File: config.mk
export PLATFORM = sky130hd
export DESIGN_NAME = seven_segment_two_wire_display_driver_unit
export DESIGN_NICKNAME = d
export VERILOG_FILES = /design/src/hw/rtl/ssd_pkg.sv /design/src/hw/rtl/ssd_digit_enc.sv /design/src/hw/rtl/seven_segment_two_wire_display_driver_unit.sv
export SDC_FILE = /design/constraint.sdc
export NUM_CORES = 1
export LEC_CHECK = 0
export ABC_AREA = 1
export BUFFER_PORTS_ARGS = -buffer_cell sky130_fd_sc_hd__buf_2
export CAP_MARGIN = 10
export CORE_MARGIN = 2
export CORE_UTILIZATION = 55
export CTS_CLUSTER_DIAMETER = 60
export DETAILED_ROUTE_END_ITERATION = 10
export GPL_ROUTABILITY_DRIVEN = 0
export PLACE_DENSITY = 0.76
export SETUP_SLACK_MARGIN = 0.3
export SYNTH_ARGS = -nofsm -noshare
export SYNTH_HDL_FRONTEND = slang
export SYNTH_HIERARCHICAL = 1
export SYNTH_SLANG_ARGS = --single-unit
File: constraint.sdc
create_clock -name clk -period 5.8 [get_ports clk]
set_clock_uncertainty 0.15 [all_clocks]
set_input_delay 1.16 -clock clk [delete_from_list [all_inputs] [get_ports clk]]
set_output_delay 1.16 -clock clk [all_outputs]
set_load 0.1 [all_outputs]
File: src/hw/rtl/ssd_pkg.sv
// ssd_pkg: shared types, constants and the segment table for the
// seven-segment two-wire display driver. No dependencies.
`timescale 1ns / 1ps

package ssd_pkg;

	localparam int DIGIT_COUNT = 4;
	localparam int COND_TICKS  = 4;
	localparam int BYTE_TICKS  = 26;
	localparam int BIT_TICKS   = 24;
	localparam int FRAME_ITEMS = 8 + DIGIT_COUNT;

	localparam int ELEM_W = $clog2(FRAME_ITEMS);
	localparam int OFF_W  = $clog2(BYTE_TICKS);
	localparam int IDX_W  = (DIGIT_COUNT > 1) ? $clog2(DIGIT_COUNT) : 1;

	// frame element positions
	localparam logic [ELEM_W-1:0] EL_BRIGHT = ELEM_W'(1);
	localparam logic [ELEM_W-1:0] EL_ADDR   = ELEM_W'(3);
	localparam logic [ELEM_W-1:0] EL_POS    = ELEM_W'(6);
	localparam logic [ELEM_W-1:0] EL_LAST   = ELEM_W'(FRAME_ITEMS - 1);

	localparam logic [7:0] CMD_DATA = 8'h40;
	localparam logic [7:0] CMD_ADDR = 8'hc0;
	localparam logic [7:0] DOT_MASK = 8'h80;

	typedef logic [DIGIT_COUNT-1:0][7:0] seg_arr_t;

	typedef enum logic [1:0] {
		EK_START,
		EK_STOP,
		EK_BYTE
	} elem_kind_t;

	function automatic elem_kind_t elem_kind(input logic [ELEM_W-1:0] e);
		if (e == ELEM_W'(0) || e == ELEM_W'(2) || e == ELEM_W'(5))
			return EK_START;
		if (e == ELEM_W'(4) || 32'(e) >= 7 + DIGIT_COUNT)
			return EK_STOP;
		return EK_BYTE;
	endfunction

	function automatic logic [7:0] seg_code(input logic [3:0] d);
		logic [7:0] s;
		case (d)
			4'd0: s = 8'h3f;
			4'd1: s = 8'h06;
			4'd2: s = 8'h5b;
			4'd3: s = 8'h4f;
			4'd4: s = 8'h66;
			4'd5: s = 8'h6d;
			4'd6: s = 8'h7d;
			4'd7: s = 8'h07;
			4'd8: s = 8'h7f;
			4'd9: s = 8'h6f;
			default: s = 8'h00;
		endcase
		return s;
	endfunction

endpackage

File: src/hw/rtl/ssd_digit_enc.sv
// ssd_digit_enc: splits a 16-bit value into decimal digits, one digit per
// cycle (divide by ten via reciprocal multiply), and stores segment bytes.
// Depends on ssd_pkg.
`timescale 1ns / 1ps

module ssd_digit_enc import ssd_pkg::*; (
	input  logic        clk,
	input  logic        arst_n,
	input  logic        start,
	input  logic [15:0] value,
	input  logic [2:0]  dot,
	output seg_arr_t    seg
);

	logic [15:0]      val_q;
	logic [2:0]       dot_q;
	logic [IDX_W-1:0] idx_q;
	logic             run_q;
	seg_arr_t         seg_q;

	logic [31:0] prod;
	logic [15:0] quo;
	logic [16:0] rem_w;
	logic [7:0]  code;

	always_comb begin
		prod  = 32'(val_q) * 32'd52429;
		quo   = 16'(prod[31:19]);
		rem_w = 17'(val_q) - ((17'(quo) << 3) + (17'(quo) << 1));
		code  = seg_code(rem_w[3:0]);
		if (32'(dot_q) == 32'(idx_q))
			code = code | DOT_MASK;
	end

	always_ff @(posedge clk or negedge arst_n) begin
		if (!arst_n) begin
			val_q <= '0;
			dot_q <= '0;
			run_q <= 1'b0;
			idx_q <= '0;
			seg_q <= '0;
		end else if (start) begin
			val_q <= value;
			dot_q <= dot;
			idx_q <= '0;
			run_q <= 1'b1;
		end else if (run_q) begin
			seg_q[idx_q] <= code;
			val_q        <= quo;
			idx_q        <= idx_q + IDX_W'(1);
			if (32'(idx_q) == DIGIT_COUNT - 1)
				run_q <= 1'b0;
		end
	end

	assign seg = seg_q;

endmodule

File: src/hw/rtl/seven_segment_two_wire_display_driver_unit.sv
// seven_segment_two_wire_display_driver_unit: takes display requests and
// timing ticks, drives the clock and data pin levels of a two-wire frame.
// Each accepted word yields a registered result word; one word per cycle
// unless m_tready stalls. Digits are converted in the background after a
// request, long before the frame reaches them. Reset (arst_n, async, low)
// sets both pins high, idle, brightness 8'h8f, no result pending.
`timescale 1ns / 1ps

module seven_segment_two_wire_display_driver_unit import ssd_pkg::*; (
	input  logic        clk,
	input  logic        arst_n,
	input  logic        cfg_we,
	input  logic [7:0]  cfg_data,
	input  logic        s_tvalid,
	output logic        s_tready,
	input  logic [23:0] s_tdata,   // value[15:0], dot[18:16], zero
	input  logic        s_tuser,   // mode
	output logic        m_tvalid,
	input  logic        m_tready,
	output logic [7:0]  m_tdata    // clk_level, dio_level, busy_res, accepted, zero
);

	logic [7:0]        bright_q;
	logic              clk_pin_q, dio_pin_q, sending_q;
	logic [ELEM_W-1:0] elem_q;
	logic [OFF_W-1:0]  off_q;
	logic [2:0]        bit_q;
	logic [1:0]        sub_q;
	logic              m_valid_q;
	logic [7:0]        m_data_q;

	seg_arr_t seg;
	logic     acc, start;

	logic              clk_n, dio_n, send_n, acc_n;
	logic [ELEM_W-1:0] elem_n, didx_w;
	logic [OFF_W-1:0]  off_n;
	logic [2:0]        bit_n;
	logic [1:0]        sub_n;
	logic [7:0]        cur_byte;
	elem_kind_t        kind;
	logic              last_off;

	assign s_tready = !m_valid_q || m_tready;
	assign acc      = s_tvalid && s_tready;
	assign start    = acc && !s_tuser && !sending_q;

	ssd_digit_enc u_enc (
		.clk    (clk),
		.arst_n (arst_n),
		.start  (start),
		.value  (s_tdata[15:0]),
		.dot    (s_tdata[18:16]),
		.seg    (seg)
	);

	always_comb begin
		kind   = elem_kind(elem_q);
		didx_w = ELEM_W'(DIGIT_COUNT + 6) - elem_q;
		if (elem_q == EL_BRIGHT)
			cur_byte = bright_q;
		else if (elem_q == EL_ADDR)
			cur_byte = CMD_DATA;
		else if (elem_q == EL_POS)
			cur_byte = CMD_ADDR;
		else if (32'(didx_w) < DIGIT_COUNT)
			cur_byte = seg[didx_w[IDX_W-1:0]];
		else
			cur_byte = 8'h00;

		clk_n  = clk_pin_q;
		dio_n  = dio_pin_q;
		send_n = sending_q;
		acc_n  = 1'b0;
		elem_n = elem_q;
		off_n  = off_q;
		bit_n  = bit_q;
		sub_n  = sub_q;
		last_off = 1'b0;

		if (start) begin
			send_n = 1'b1;
			acc_n  = 1'b1;
			elem_n = '0;
			off_n  = '0;
			bit_n  = '0;
			sub_n  = '0;
		end else if (acc && s_tuser && sending_q) begin
			case (kind)
				EK_START: begin
					case (off_q[1:0])
						2'd0:    clk_n = 1'b1;
						2'd1:    dio_n = 1'b1;
						2'd2:    dio_n = 1'b0;
						default: clk_n = 1'b0;
					endcase
					last_off = (32'(off_q) == COND_TICKS - 1);
				end
				EK_STOP: begin
					case (off_q[1:0])
						2'd0:    clk_n = 1'b0;
						2'd1:    dio_n = 1'b0;
						2'd2:    clk_n = 1'b1;
						default: dio_n = 1'b1;
					endcase
					last_off = (32'(off_q) == COND_TICKS - 1);
				end
				default: begin
					if (32'(off_q) < BIT_TICKS) begin
						case (sub_q)
							2'd0:    clk_n = 1'b0;
							2'd1:    dio_n = cur_byte[bit_q];
							default: clk_n = 1'b1;
						endcase
						if (sub_q == 2'd2) begin
							sub_n = 2'd0;
							bit_n = bit_q + 3'd1;
						end else begin
							sub_n = sub_q + 2'd1;
						end
					end else begin
						// ack clock, data pin held
						clk_n = (32'(off_q) != BIT_TICKS);
					end
					last_off = (32'(off_q) == BYTE_TICKS - 1);
				end
			endcase
			off_n = off_q + OFF_W'(1);
			if (last_off) begin
				off_n = '0;
				bit_n = '0;
				sub_n = '0;
				elem_n = elem_q + ELEM_W'(1);
				if (elem_q == EL_LAST) begin
					elem_n = '0;
					send_n = 1'b0;
				end
			end
		end
	end

	always_ff @(posedge clk or negedge arst_n) begin
		if (!arst_n) begin
			bright_q  <= 8'd143;
			clk_pin_q <= 1'b1;
			dio_pin_q <= 1'b1;
			sending_q <= 1'b0;
			elem_q    <= '0;
			off_q     <= '0;
			bit_q     <= '0;
			sub_q     <= '0;
			m_valid_q <= 1'b0;
		end else begin
			if (cfg_we)
				bright_q <= cfg_data;
			clk_pin_q <= clk_n;
			dio_pin_q <= dio_n;
			sending_q <= send_n;
			elem_q    <= elem_n;
			off_q     <= off_n;
			bit_q     <= bit_n;
			sub_q     <= sub_n;
			if (acc)
				m_valid_q <= 1'b1;
			else if (m_tready)
				m_valid_q <= 1'b0;
		end
	end

	always_ff @(posedge clk) begin
		if (acc)
			m_data_q <= {4'b0000, acc_n, send_n, dio_n, clk_n};
	end

	assign m_tvalid = m_valid_q;
	assign m_tdata  = m_data_q;

endmodule
Word-level counts from Yosys, hierarchy flattened
Memories as Yosys holds them, arrays and structs flattened.
Cells that the tools add are included.
{ "classes": {"addsub": 8, "n_mul": 1, "magnitude_cmp": 7, "eq_ne": 18, "muxes": 69, "n_bitwise": 1, "n_reduce_logical": 30} }
{ "ops": {"columns": ["operator", "count"], "rows": [
  ["$mux 8", 7],
  ["$bwmux 32", 1],
  ["$mul 16x16->32 const B", 1],
  ["$mux 16", 2],
  ["$mux 1", 24],
  ["$mux 2", 12],
  ["$mux 3", 6],
  ["$bmux 8 s2", 1],
  ["$demux 8 s2", 1],
  ["$mux 4", 4],
  ["$mux 5", 3],
  ["$pmux 1 s2", 7],
  ["$eq 4x3->1 const B", 3],
  ["$eq 4x2->1 const B", 2],
  ["$reduce_bool 2->1", 4],
  ["$eq 2x1->1 const B", 3],
  ["$eq 2x2->1 const B", 3],
  ["$logic_and 1x1->1", 6],
  ["$logic_not 2->1", 3],
  ["$lt 2x3->1 const B", 2],
  ["$reduce_bool 3->1", 2],
  ["$reduce_or 2->1", 3],
  ["$add 5x1->5 const B", 1],
  ["$eq 5x2->1 const B", 1],
  ["other kinds (25)", 32]
]} }
{ "word_totals": {"ff_bits": 84, "rom_bits": 112, "input_bits": 38, "output_inout_bits": 10, "word_cells": 153, "n_memories": 1} }
{ "memory_table": {"columns": ["memory", "depth", "word_bits", "rd", "rd_ports_with_merged_regs", "write_ports", "line_no", "source"], "rows": [
  ["(no name shown)", 16, 7, 1, 0, 0, "ssd_pkg.sv:45", "case (d)"]
]} }

Depth between registers and ports, before layout
Gate-level depths: netlist of run 1.
{ "logic_depth": {"word_depth": 15, "depth_mapped": 31, "mapped_depth_nobuf": 31} }

Modules after synthesis
Netlist of run 1, hierarchy kept.
{ "modules_own_cells": {"columns": ["module", "n_inst", "cells_each", "area_per_inst_um2"], "rows": [
  ["ssd_digit_enc", 1, 870, 7473.4],
  ["seven_segment_two_wire_display_driver_unit", 1, 305, 2222.1]
]} }

Least setup slack after synthesis of run 1
Ideal clock, no wire load.
{ "synth_timing": {"path_kind": "register -> register", "startpoint": "register u_enc.val_q[3]", "endpoint": "register u_enc.seg_q, in the netlist u_enc/seg[16]", "setup_ns": 0.065, "arrival_time_ns": 5.864, "required_time_ns": 5.585, "path_slack_ns": -0.279, "path_stages_with_launch": 27, "n_path_buf": 0, "synth_period_minus_slack_ns": 6.079, "path_cell_list": "dfrtp_1 -> ha_1 -> inv_1 -> fa_1 -> inv_1 -> fa_1 -> fa_1 -> fa_1 -> inv_1 -> fa_1 -> inv_1 -> ha_1 -> a21oi_1 -> o21a_1 -> o21ai_0 -> a21oi_1 -> xnor2_1 -> ha_1 -> inv_1 -> or2_2 -> nand2_1 -> inv_1 -> nor2_1 -> nand3_4 -> nand2_2 -> nand2_1 -> nand2_1"} }
{ "synth_between": {"elab_chain_len": 6} }
{ "synth_rtl": {"columns": ["item", "line_no", "source"], "rows": [
  ["start: declaration", "ssd_digit_enc.sv:15", "logic [15:0] val_q;"],
  ["start signal: assignment", "ssd_digit_enc.sv:43", "val_q <= value;"],
  ["start signal: assignment", "ssd_digit_enc.sv:49", "val_q <= quo;"],
  ["$mul 16x16->32", "ssd_digit_enc.sv:27", "prod = 32'(val_q) * 32'd52429;"],
  ["$add 4x4->4", "ssd_digit_enc.sv:29", "rem_w = 17'(val_q) - ((17'(quo) << 3) + (17'(quo) << 1));"],
  ["$sub 4x4->4 (*)", "ssd_digit_enc.sv:29", null],
  ["$mem_v2 16x7 (*)", null, null],
  ["$mux 8 (*)", "ssd_digit_enc.sv:31", "if (32'(dot_q) == 32'(idx_q))"],
  ["$bwmux 32 (*)", "ssd_digit_enc.sv:48", "seg_q[idx_q] <= code;"],
  ["end signal: indexed assignment", "ssd_digit_enc.sv:48", null],
  ["end: declaration", "ssd_digit_enc.sv:19", "seg_arr_t seg_q;"]
]} }
Every way passes the cells marked *; elsewhere a longest branch is shown, timed or not.
A chain may end at the register's enable or synchronous reset.

Final worst setup path of run 1
{ "layout_timing": {"startpoint": "register u_enc.val_q[3]", "endpoint": "register u_enc.seg_q, in the netlist u_enc/seg[18]"} }
Same word-level chain as after synthesis.

==> results of run 1 <==
kinds of logic after synthesis:
| family | after synthesis |
|---|---|
| simple gates | 441 |
| buf+inv | 255 |
| fa+ha+maj | 231 |
| compound gates | 141 |
| flops | 84 |
| xor+xnor | 17 |
| mux | 5 |
| other cells | 1 |
synthesized netlist by cell type, drive strengths merged, types with 2 or more instances:
cell	n	area, µm²
dfrtp	73	1830
xnor2	7	61.3
edfxtp	4	120
a21oi	42	225
o22ai	2	12.5
nand4	6	37.5
dfstp	7	184
clkbuf	5	18.8
mux2	4	45.0
inv	239	902
nor3	10	55.1
nand3b	4	30.0
a31oi	5	31.3
a221oi	2	17.5
o221ai	2	17.5
xor2	10	87.6
buf	10	66.3
ha	151	1890
or2	3	21.3
o21ai	59	333
fa	80	1600
a22oi	10	75.1
o211ai	6	50.1
nand3	63	373
a21o	7	52.6
and3	2	12.5
nand2	304	1260
nor2	48	206
registers in the layout, indices dropped and copies added, names as in the netlist:
register     count
u_enc/run_q      1
u_enc/dot_q      3
bright_q         8
u_enc/val_q     16
bit_q            3
u_enc/idx_q      2
sub_q            2
off_q            5
sending_q        1
dio_pin_q        1
m_tvalid         1
u_enc/seg       32
clk_pin_q        1
elem_q           4
m_tdata          4
layout make-up:
cell class / count / share of cell area, %
well taps: 225 / 2.41
clock inverters: 5 / 0.663
flip-flops and latches: 84 / 18.3
multi-input cells: 840 / 61.1
repair buffers: 132 / 7.79
inverters: 240 / 7.79
clock buffers: 11 / 1.99
worst reg2reg max path, cell delays in order, from the launching register on:
cell and delay (ns):
dfrtp_2 0.49, ha_4 0.31, inv_2 0.04, fa_1 0.54
inv_1 0.05, fa_1 0.50, fa_1 0.43, fa_1 0.49
inv_1 0.05, fa_1 0.52, inv_2 0.05, ha_4 0.29
nand2_2 0.08, nor2_4 0.10, inv_2 0.07, o21ai_2 0.17
a21oi_2 0.07, xnor2_2 0.17, ha_4 0.29, inv_2 0.04
or2_4 0.27, nand2_8 0.09, inv_6 0.05, nor2_4 0.11
nand3_4 0.16, nand2_4 0.15, nand2_1 0.06, nand2_1 0.08
how the worst min path moves through the flow:
stage	slack (ns)	depth (start not counted)	from	to
2_1_floorplan	0.29	2	u_enc/dot_q[2]	u_enc/dot_q[2]
4_1_cts	0.32	2	u_enc/dot_q[2]	u_enc/dot_q[2]
3_3_place_gp	0.31	2	u_enc/dot_q[2]	u_enc/dot_q[2]
6_report	0.33	2	bright_q[2]	bright_q[2]
5_1_grt	0.34	2	u_enc/seg[16]	u_enc/seg[16]
3_5_place_dp	0.31	2	u_enc/dot_q[2]	u_enc/dot_q[2]
through the flow:
stage | worst slack, ns | utilization (%) | hold WS (ns) | cells
after floorplan | 0.302 | - | 0.292 | 1178
after global placement | -0.0924 | 63.1 | 0.311 | 1498
after detailed placement | -0.260 | 63.1 | 0.311 | 1498
after CTS | -0.0715 | 66.8 | 0.325 | 1530
after global routing | -0.331 | 67.9 | 0.343 | 1537
final | -0.127 | 67.9 | 0.326 | 1537
what timing repair did:
item | 4_1_cts | 5_1_grt
endpoints found under the setup margin | 28 | 35
gates resized for setup | 47 | 32
pin swaps | 31 | 23
cloned | 1 | 0
hold endpoints to repair | 0 | 0
buffers inserted | 15 | 7
layer usage:
layer | global-route usage (%) | share of wire, % | up-vias
met1 | 38.6 | 41 | 4040
met2 | 47.8 | 48 | 365
li1 | - | - | 3985
met3 | 5.11 | 7.6 | 75
met5 | 0 | 0 | -
met4 | 8.08 | 3.1 | 0
==> metrics, run 1 <==
status=finished, violations left; failing checks=negative setup slack; GRT Total Usage=about 29%; nets@finish=1576; number of global-route vias before repair=8341; die area=roughly 19000 µm²; CP Capture Type=register; largest net degree at the start of global routing=81; Slew @ Worst Pin=slightly above 1 ns; Max Cap Viol=0; post-synthesis sequential area ratio=between 20% and 30%; P&R area growth vs syn=20.7%; multiplexer share of the synthesized area=less than 1%; WS Path Type=reg2reg; unrepaired setup endpoints after global routing=true; clock latency at the later pin of the worst-skew pair=0.34 ns; f_max=169 MHz; Slew headroom=about a third; DP Wirelength=a little over 20000 µm; Worst EP required=roughly 6 ns; WP buf/inv=7; FF+latch area=about 2100 µm²; R2R Setup Slk=-0.13 ns; number of vias in the routed layout=8465; Critical Path AT=between 6 and 7 ns; share of post-route cells with drive strength above 1=23.8%; DP Area=roughly 11000 µm²; Die H=around 140 µm; YS warnings=6; Max Slew Vio Count=0; adder-cell share of the synthesized area=between 30% and 40%; Worst R2R Path Depth=27; Crit path depth=27; deepest clock path buffer count=2; Synth Area in Compound Gates=8.92%; IO buf count=38; CP max-delay cell=fa_1; commonest non-fill, non-tap cell in the layout=nand2_1; Initial Util=56.3%; I/O pins=48; Worst setup endpoint=u_enc/seg[18]; drt initial violations=about 680; clk root buf=clkbuf_16; most frequent cells in the layout=nand2_1, inv_1, ha_1, buf_4, fa_1; syn_area_per_cell=8.25 µm²; post-cts hold buffer count=0; Multi-input gate area=between 7000 and 8000 µm²; fill count=between 1000 and 1500; Clock transition at path regs=around 0.07 ns; worst reg2reg path startpoint=u_enc/val_q[3]; global-route wire length before repair=slightly above 40000 µm; Core ar.=17200 µm²; H-tree depth=3; critical path's largest stage delay=roughly 0.54 ns; final period utilization=102%; Via density=5.51; final WL=roughly 26000 µm; Num CTS Buffers=9; EDFF count, synth=4; Total Negative Setup Slacks=-2.35 ns; initial antenna violation count=0; row cnt=between 40 and 50; Critical Path Source Type=register; final worst setup slack=-0.127 ns; Main synth FF type=dfrtp_1; Final min period=between 5 and 6 ns; Cell Area, Synth=between 9000 and 10000 µm²; register bit total from synthesis=84; HP Class=reg2reg; Worst Setup SP=u_enc/val_q[3]; Netlist cell types=between 50 and 60; FFs w/ async S/R, synth=a little over nine tenths; most used cell, CP=fa_1; # diodes=0; main combinational cell family by area after synthesis=adder cells; Fin. Hold Viols=0; Simple-Gate Fraction of Synth Area=between 20% and 30%; Top delay family on crit path=adder cells; DR pass1 iterations=7; Gate Count Post-Synth=1175; Synth Area in XOR/XNOR=roughly 1.5%; clock sinks=84; GRT overflow=0; CTS tree=built; DR DRC count=0; final setup violation count=26; die width=approximately 140 µm; WL/cell=~17 µm; end of the worst register-to-register path=u_enc/seg[18]; post-layout instance area=approximately 12000 µm²; Detail Route Antenna Nets=0; crit path max fanout=5
Power of run 1 is left out: the tool's default activity adds up to more than one toggle a clock period on the data nets, which glitch-free logic cannot reach.
==> run 2: changes to the inputs <==
--- a/config.mk
+++ b/config.mk
@@ -13,7 +13,7 @@
 export CTS_CLUSTER_DIAMETER = 60
 export DETAILED_ROUTE_END_ITERATION = 10
 export GPL_ROUTABILITY_DRIVEN = 0
-export PLACE_DENSITY = 0.76
+export PLACE_DENSITY_LB_ADDON = 0.12
 export SETUP_SLACK_MARGIN = 0.3
 export SYNTH_ARGS = -nofsm -noshare
 export SYNTH_HDL_FRONTEND = slang
==> metrics, run 2 (same netlist as run 1, synthesis figures left out) <==
status=finished, violations left; failing checks=negative setup slack; clock latency at the later pin of the worst-skew pair=0.35 ns (about the same); Num CTS Buffers=9 (unchanged); number of global-route vias before repair=7948 (-4.7%); met1 usage=40.6% (+2.0 points); clk root buf=clkbuf_16; final period utilization=103% (+1.0 points); clock sinks=84 (unchanged); CP max-delay cell=fa_1; worst reg2reg path startpoint=u_enc/val_q[4]; fill count=1446 (+8.4%); Total Negative Setup Slacks=-4.35 ns (-2.00 ns); Die H=137 µm (unchanged); unrepaired setup endpoints after global routing=true; share of post-route cells with drive strength above 1=24.0% (+0.19 points); GRT overflow=0 (unchanged); post-layout instance area=11600 µm² (-0.74%); Critical Path AT=6.12 ns (+0.06 ns); commonest non-fill, non-tap cell in the layout=nand2_1; WL/cell=16.0 µm (-5.7%); DR pass1 iterations=5 (-2); DP Wirelength=20200 µm (-0.30%); drt initial violations=477 (-30%); Final min period=5.99 ns (+0.0591 ns); WP buf/inv=4 (-3); deepest clock path buffer count=2 (unchanged); Worst EP required=5.93 ns (about the same); CTS tree=built; most used cell, CP=fa_1; I/O pins=48 (unchanged); CP Cell Sequence=ha_4, fa_1, inv_1, fa_1, fa_1, fa_1, inv_1, fa_1, ha_4, a21oi_2, o21a_1, o21ai_4, a21oi_2, xnor2_2, ha_1, inv_2, or2_4, nand2_8, inv_8, nor2_4, nand3_4, nand2_4, nand2_2, nand2_2; final WL=24500 µm (-6.0%); Critical Path Source Type=register; Top delay family on crit path=adder cells; Clock transition at path regs=0.07 ns (about the same); Slew headroom=20.6% (-12 points); f_max=167 MHz (-0.99%); number of vias in the routed layout=8062 (-4.8%); met2 GRT Util=44.4% (-3.3 points); Slew @ Worst Pin=1.19 ns (+0.178 ns); WS Path Type=reg2reg; most frequent cells in the layout=nand2_1, inv_1, ha_1, buf_4, fa_1; IO buf count=38 (unchanged); initial antenna violation count=0 (unchanged); DP Area=10800 µm² (-0.39%); critical path's largest stage delay=0.58 ns (+0.04 ns); largest net degree at the start of global routing=62 (-23%); final worst setup slack=-0.186 ns (-0.0591 ns); HP Start=u_enc/seg[19]; Max Slew Vio Count=0 (unchanged); Detail Route Antenna Nets=0 (unchanged); crit path max fanout=5 (unchanged); Fin. Hold Viols=0 (unchanged); GRT Total Usage=27.8% (-0.88 points); nets@finish=1570 (-0.38%); Core ar.=17200 µm² (unchanged); final setup violation count=28 (+7.7%); met3 Usage GRT=4.48% (-0.63 points); global-route wire length before repair=39900 µm (-3.7%); CP Capture Type=register; row cnt=48 (unchanged); die area=18700 µm² (unchanged); Worst Setup SP=u_enc/val_q[4]; HP Class=reg2reg; Via density=5.27 (-4.4%); gr busiest metal=met2; DR DRC count=0 (unchanged); final hold slack=0.325 ns (-0.000708 ns); P&R area growth vs syn=19.8%; die width=137 µm (unchanged); H-tree depth=3 (unchanged); # diodes=0 (unchanged); Initial Util=56.3% (unchanged); Largest register FFs=32 (unchanged); Max Cap Viol=0 (unchanged)
-- run 2: changes by cell type in the layout (fill, tap and decap cells not counted), moves of 3 or more --
| cell | previous run | this run |
|---|---|---|
| ha_1 | 125 | 129 |
| nand2_2 | 33 | 39 |
| nand2_1 | 256 | 252 |
| buf_4 | 94 | 87 |
| nor2_2 | 2 | 5 |
| clkinv_4 | 0 | 3 |
-- run 2: metal layers --
| metal | up-vias | wire (µm) |
|---|---|---|
| met5 | - | 0 |
| met4 | 0 | 295 |
| met3 | 22 | 1250 |
| met2 | 177 | 11300 |
| met1 | 3893 | 11700 |
| li1 | 3970 | - |
-- run 2: path summary, 6_finish.rpt --
path                                  end  slack, ns  cells after the start
hold reg to reg             u_enc/seg[19]       0.32                      2
setup reg to reg            u_enc/seg[26]      -0.19                     24
min in group asynchronous  u_enc/val_q[7]       0.56                      1
max in group asynchronous  u_enc/val_q[8]       3.84                      2
hold / removal              u_enc/seg[19]       0.32                      2
setup / recovery            u_enc/seg[26]      -0.19                     24
-- run 2: timing repair --
action                     in CTS  in global routing
gates resized for setup        29                 55
hold buffers                    0                  0
setup buffers                   6                 14
setup endpoints to repair      29                 36
pin swaps                      22                 50
gates cloned                    1                  0
-- run 2: tightest hold or removal path: cells and delay by family (launching register included) --
| family | cells | cell delay [ns] |
|---|---|---|
| AND/OR/NAND/NOR | 2 | 0.10 |
| flip-flops | 1 | 0.35 |
-- run 2: area by class of cell --
type / count / area, µm² / area share, %
Clock buffer: 10 / 229 / 1.97
Clock inverter: 6 / 50.0 / 0.431
Sequential cell: 84 / 2140 / 18.5
Timing Repair Buffer: 126 / 870 / 7.49
Inverter: 240 / 917 / 7.90
Multi-Input combinational cell: 840 / 7120 / 61.3
Tap cell: 225 / 282 / 2.42
-- run 2: metrics by stage --
stage	utilization, %	instances	worst slack [ns]
after floorplan	-	1178	0.302
after global placement	62.9	1494	-0.176
after detailed placement	62.9	1494	-0.258
after CTS	65.6	1517	-0.205
after global routing	67.4	1531	-0.354
final	67.4	1531	-0.186
Power of run 2 is left out for the same reason.
